$ cat config.mk
export PLATFORM = sky130hd
export DESIGN_NAME = dcnc_near
export DESIGN_NICKNAME = d
export VERILOG_FILES = /design/src/rtl/dcnc_pkg.sv /design/src/rtl/dcnc_near.sv
export SDC_FILE = /design/constraint.sdc
export NUM_CORES = 1
export LEC_CHECK = 0
export BUFFER_PORTS_ARGS = -buffer_cell sky130_fd_sc_hd__buf_2
export CAP_MARGIN = 20
export CORE_MARGIN = 2
export CORE_UTILIZATION = 30
export CTS_CLUSTER_DIAMETER = 60
export DETAILED_ROUTE_END_ITERATION = 6
export GPL_TIMING_DRIVEN = 0
export PLACE_DENSITY = 0.45
export SETUP_SLACK_MARGIN = 0.1
export SYNTH_ARGS = -nofsm -noshare
export SYNTH_HDL_FRONTEND = slang
export SYNTH_SLANG_ARGS = --single-unit
$ cat constraint.sdc
create_clock -name clk -period 9.9 [get_ports clk]
set_input_delay 1.98 -clock clk [delete_from_list [all_inputs] [get_ports clk]]
set_output_delay 1.98 -clock clk [all_outputs]
set_load 0.03 [all_outputs]
$ cat src/rtl/dcnc_pkg.sv
`default_nettype none
package dcnc_pkg;
	localparam int MAX_POINTS = 1024;
	localparam int IDX_W = 10;
	localparam int CRD_W = 16;
	localparam int EPS_W = 35;
	localparam int MINP_W = 11;
	localparam logic OP_LOAD = 1'b0;
	localparam logic OP_READ = 1'b1;
	localparam logic CFG_EPS = 1'b0;
	localparam logic CFG_MINP = 1'b1;

	typedef struct packed {
		logic operation;
		logic signed [CRD_W-1:0] x_coord;
		logic signed [CRD_W-1:0] y_coord;
		logic last_point;
		logic [IDX_W-1:0] read_index;
	} req_t;

	typedef struct packed {
		logic [IDX_W-1:0] point_index;
		logic signed [CRD_W-1:0] x_out;
		logic signed [CRD_W-1:0] y_out;
		logic is_outlier;
		logic index_error;
	} rsp_t;
endpackage
`default_nettype wire

$ cat src/rtl/dcnc_near.sv
`default_nettype none
module dcnc_near (
	input wire clk,
	input wire arst_n,
	input wire in_valid,
	input wire signed [dcnc_pkg::CRD_W-1:0] ax,
	input wire signed [dcnc_pkg::CRD_W-1:0] ay,
	input wire signed [dcnc_pkg::CRD_W-1:0] bx,
	input wire signed [dcnc_pkg::CRD_W-1:0] by,
	input wire [dcnc_pkg::EPS_W-1:0] eps,
	output logic near_valid,
	output logic near
);
	import dcnc_pkg::*;
	logic [CRD_W:0] dx_s1, dy_s1;
	logic [2*CRD_W+1:0] sx_s2, sy_s2;
	logic v_s1, v_s2;
	logic signed [CRD_W:0] dx, dy;
	logic [2*CRD_W+2:0] sum;

	always_comb begin
		dx = (CRD_W+1)'(ax) - (CRD_W+1)'(bx);
		dy = (CRD_W+1)'(ay) - (CRD_W+1)'(by);
		sum = {1'b0, sx_s2} + {1'b0, sy_s2};
	end

	always_ff @(posedge clk or negedge arst_n) begin
		if (!arst_n) begin
			v_s1 <= 1'b0;
			v_s2 <= 1'b0;
			near_valid <= 1'b0;
		end else begin
			v_s1 <= in_valid;
			v_s2 <= v_s1;
			near_valid <= v_s2;
		end
	end

	always_ff @(posedge clk) begin
		dx_s1 <= dx[CRD_W] ? (CRD_W+1)'(-dx) : dx;
		dy_s1 <= dy[CRD_W] ? (CRD_W+1)'(-dy) : dy;
		sx_s2 <= dx_s1 * dx_s1;
		sy_s2 <= dy_s1 * dy_s1;
		near <= sum <= (2*CRD_W+3)'(eps);
	end
endmodule
`default_nettype wire

* Yosys cells after proc, flatten, opt, wreduce, memory -nomap -nowiden *
Cells that the tools add are included.

operators by class
  $add $sub $neg = 5
  $mul = 2
  order comparisons = 1
  mux-type cells = 2

operators with widths
  operator                                        count
  17-bit by 17-bit multiplier with 34-bit output  2
  34-bit by 34-bit adder with 35-bit output       1
  35-bit <= comparator                            1
  17-bit negator                                  2
  16-bit by 16-bit subtractor with 17-bit output  2
  16-bit two-way mux                              2

storage, ports and cells
  bits in registers = 106
  bits of input ports = 102
  output and inout port bits = 2
  word-level logic and storage cells = 20

* Logic depth before layout (Yosys ltp) *
  depth after elaboration = 3
  gate-level depth with buffers = 24
  mapped depth without buffers = 24

* Worst setup path after synthesis *
OpenSTA, ideal clock, no wires.

  path type = register -> register
  from = register dx_s1[14]
  to = register sx_s2[31]
  setup time = 0.072 ns
  arrival = 5.942 ns
  required time = 9.828 ns
  slack = 3.885 ns
  stages on the path, launching flop included = 23
  buffers on the path = 2
  clock period less this slack = 6.015 ns
  cells stage by stage = dfxtp_1 -> clkbuf_1 -> clkbuf_1 -> nand2_1 -> fa_1 -> fa_1 -> inv_1 -> fa_1 -> fa_1 -> fa_1 -> inv_1 -> fa_1 -> inv_1 -> ha_1 -> a21oi_1 -> a2bb2oi_1 -> a21oi_1 -> nor4_1 -> a21oi_1 -> a2111oi_0 -> o21bai_1 -> a21oi_1 -> xnor2_1

on the way
  cells in the longest elaborated chain, start to end = 1

RTL lines
  what                                            line             RTL
  from (decl)                                     dcnc_near.sv:15  logic [CRD_W:0] dx_s1, dy_s1;
  from (signal assigned)                          dcnc_near.sv:40  dx_s1 <= dx[CRD_W] ? (CRD_W+1)'(-dx) : dx;
  17-bit by 17-bit multiplier with 34-bit output  dcnc_near.sv:42  sx_s2 <= dx_s1 * dx_s1;
  to (signal assigned)                            dcnc_near.sv:42
  to (decl)                                       dcnc_near.sv:16  logic [2*CRD_W+1:0] sx_s2, sy_s2;

Every way passes these cells.
A chain may end at the register's enable or synchronous reset.

* Worst setup path in the final report *
  from = register dx_s1[3]
  to = register sx_s2[31]

The elaborated chain is that of the path after synthesis.

==> impl_metrics.csv <==
group,metric,value,unit
timing,fin_crit_sh,0.7503,
synthesis,syn_nets,3471,
route,avgRoutedWirePerCell,14.43,um
timing,finalSetupTns,0,ns
global_route,overflow,0,
timing,hold_viol_final,0,
synthesis,synth_compound_area_frac,0.1109,
synthesis,synth.distinct_cells,74,
final_layout,layout-drive-gt1-share,0.05426,
route,final_antenna_net_count,0,
timing,tightest_slew,1.010,ns
timing,setup_viol,0,
placement,dp_hpwl,48460,um
placement,placed_area,0.02519,mm^2
synthesis,yosys.area_share.xor_xnor,0.05735,
route,drtIter0Drc,874,
floorplanning,die_w,283.1,um
synthesis,synth_seq_area_share,0.08974,
floorplanning,fp.dieArea,0.08014,mm^2
floorplanning,die_h,283.1,um
worst_setup_path,cp.required,10.20,ns
floorplanning,start_util,0.3021,
worst_setup_path,endpoint_kind,"register",
worst_hold_path,hp-class,"reg2reg",
global_route,antenna_found_initial,2,
worst_setup_path,cp_max_fo,10,
final_layout,final_nets,3587,
timing,fin_crit,7.428,ns
cts,numCtsBuffers,9,
global_route,grt_usage,0.1440,
floorplanning,rows,102,
route,via_per_inst,4.592,
floorplanning,io_pins,104,
final_layout,final_area,0.02552,mm^2
cts,cts_hold_buf,0,
timing,slew_violations,0,
worst_setup_path,worstSetupPathType,"reg2reg",
global_route,grt_pass1_wl,93310,um
cts,cts-root-buf,"clkbuf_16",
global_route,grt_max_degree,18,
synthesis,synth-adder-area-share,0.5013,
cts,cts_setup_buffers,0,
cts,cts_resized,0,
run,drv_cap,0,
worst_setup_path,critPathLaunchType,"register",
cts,htree_levels,3,
global_route,grt_pass1_vias,18624,
route,routed_wl,55180,um
synthesis,synth-async-reset-ratio,0.02885,
timing,slew-limit-headroom,0.3160,
route,first_pass_iters,5,
synthesis,syn-mean-instance-area,8.778,um^2
synthesis,synth_warnings,0,
synthesis,synth_edf_count,0,
synthesis,synthSimpleGateAreaFrac,0.1245,
synthesis,ys_ff_latch,104,
cts,clk_latency,0.38,ns
synthesis,synth_top_family_by_area,"adder cells",
worst_setup_path,critPathArrivalTime,7.73,ns
timing,rsz0062_at_grt,"false",
run_status,status,"finished clean",
route,drc,0,
timing,max_freq,134.6,MHz
final_layout,syn_to_final_growth,9.220,%
placement,gp_congestion,0.8607,
timing,whs,0.3542,ns
final_layout,fin_util,0.3300,
cts,clock_path_buffers,2,
placement,port_buffers,103,
route,dr_total_vias,17566,
synthesis,syn_area,0.02337,mm^2
cts,cts_tree,"yes",
synthesis,synth_mux_area_frac,0.002302,
synthesis,synthCells,2662,
synthesis,synthFlopType,"dfxtp_1",
cts,cts_sinks,104,
cts,clk_pin_slew_worst_paths,0.08,ns
floorplanning,core_area,0.07734,mm^2
timing,fin_skew,0.009595,ns
==> registers in the layout, indices dropped and copies added, names as in the netlist <==
name	flops
dx_s1	17
dy_s1	17
near_valid	1
v_s2	1
sy_s2	33
near	1
v_s1	1
sx_s2	33
==> synth_stat cells (4+ instances only) <==
library cell | instances | share of area
xor2_1 | 40 | 0.015
o31ai_1 | 12 | 0.0039
a41oi_1 | 4 | 0.0015
o21a_1 | 24 | 0.0077
dfxtp_1 | 101 | 0.087
fa_1 | 382 | 0.33
or2_2 | 9 | 0.0024
and3_1 | 13 | 0.0035
a21o_1 | 68 | 0.022
o2111ai_1 | 4 | 0.0015
a21boi_1 | 6 | 0.0019
nand2b_1 | 18 | 0.0048
o31a_1 | 5 | 0.0019
o211ai_1 | 12 | 0.0039
ha_1 | 325 | 0.17
clkbuf_1 | 44 | 0.0071
a211oi_1 | 10 | 0.0032
nor3_1 | 26 | 0.0056
nor2b_1 | 29 | 0.0078
nand3_1 | 26 | 0.0056
a21oi_1 | 124 | 0.027
nor4_1 | 6 | 0.0016
xnor2_1 | 113 | 0.042
and2_1 | 117 | 0.031
nand2_1 | 208 | 0.033
nor2_1 | 94 | 0.015
o21bai_1 | 11 | 0.0035
inv_1 | 660 | 0.11
or3_1 | 9 | 0.0024
a31oi_1 | 13 | 0.0035
o21ai_0 | 57 | 0.012
o21ai_1 | 11 | 0.0024
nand4_1 | 19 | 0.0051
==> area by class of cell <==
cell class / count / area, um^2
Buffer: 48 / 183.9
Tap cell: 1040 / 1301
Clock buffer: 9 / 225.2
Multi-Input combinational cell: 1850 / 18610
Inverter: 660 / 2477
Timing Repair Buffer: 105 / 530.5
Sequential cell: 104 / 2097
Fill cell: 8277 / 51820
Antenna cell: 2 / 5.005
Clock inverter: 7 / 92.59
==> placed cells by master (no fill, tap or decap), types with 9 or more instances in the layout <==
cell type,n
fa_1,382
o31ai_1,12
and3_1,13
o21a_1,24
a211oi_1,10
buf_2,106
nand3_1,26
nor3_1,26
nor2b_1,29
o21ai_1,11
ha_1,325
o21ai_0,57
xor2_1,40
nand2b_1,18
o21bai_1,11
dfxtp_1,101
nand2_1,208
inv_1,660
nor2_1,94
a21oi_1,124
nand4_1,19
or2_2,9
a31oi_1,13
or3_1,9
clkbuf_1,44
clkbuf_16,9
and2_1,117
a21o_1,68
xnor2_1,113
o211ai_1,12
==> worst max-delay path, stage by stage, from the launching register on <==
cell       delay, ns
dfxtp_1         0.57
clkbuf_1        0.57
nand2_1         0.20
fa_1            0.54
inv_1           0.05
fa_1            0.52
inv_1           0.06
fa_1            0.39
inv_1           0.07
fa_1            0.43
fa_1            0.54
inv_1           0.05
fa_1            0.47
inv_1           0.04
ha_1            0.32
a211o_1         0.31
o311ai_1        0.87
a21oi_1         0.28
a2111oi_0       0.55
o21bai_1        0.14
a21oi_1         0.21
xnor2_1         0.15
==> through the flow <==
stage | worst slack, ns | std cells
final | 2.472 | 3825
after CTS | 2.642 | 3822
after floorplan | 3.885 | 2662
after global routing | 2.053 | 3824
after detailed placement | 2.666 | 3806
after global placement | 2.668 | 3805
==> final timing paths <==
path,start,to,slack [ns],cells past startpoint
max,dx_s1[3],sx_s2[31],2.47,21
min,v_s2,near_valid,0.35,0
max reg2reg,dx_s1[3],sx_s2[31],2.47,21
min reg2reg,v_s2,near_valid,0.35,0
max in group asynchronous,arst_n,v_s2,8.42,1
min in group asynchronous,arst_n,near_valid,1.37,1
==> logic make-up after synthesis <==
| logic type | count (synthesis) |
|---|---|
| flip-flops | 104 |
| AO/OA/AOI/OAI | 397 |
| XOR/XNOR | 153 |
| multiplexers | 5 |
| AND/OR/NAND/NOR | 588 |
| adder cells (fa/ha/maj) | 707 |
| buffers and inverters | 708 |
==> layer usage <==
metal	vias up	part of all wire	GRT usage	wire, um
met2	315	0.46	0.2346	25410
met4	0	0.010	0.02381	552
li1	8557	-	-	-
met1	8656	0.48	0.2047	26510
met5	-	0	0	0
met3	38	0.049	0.02110	2719
Power is not shown: default switching activity piles up to over one toggle a cycle in this logic, so the estimate is an artifact.
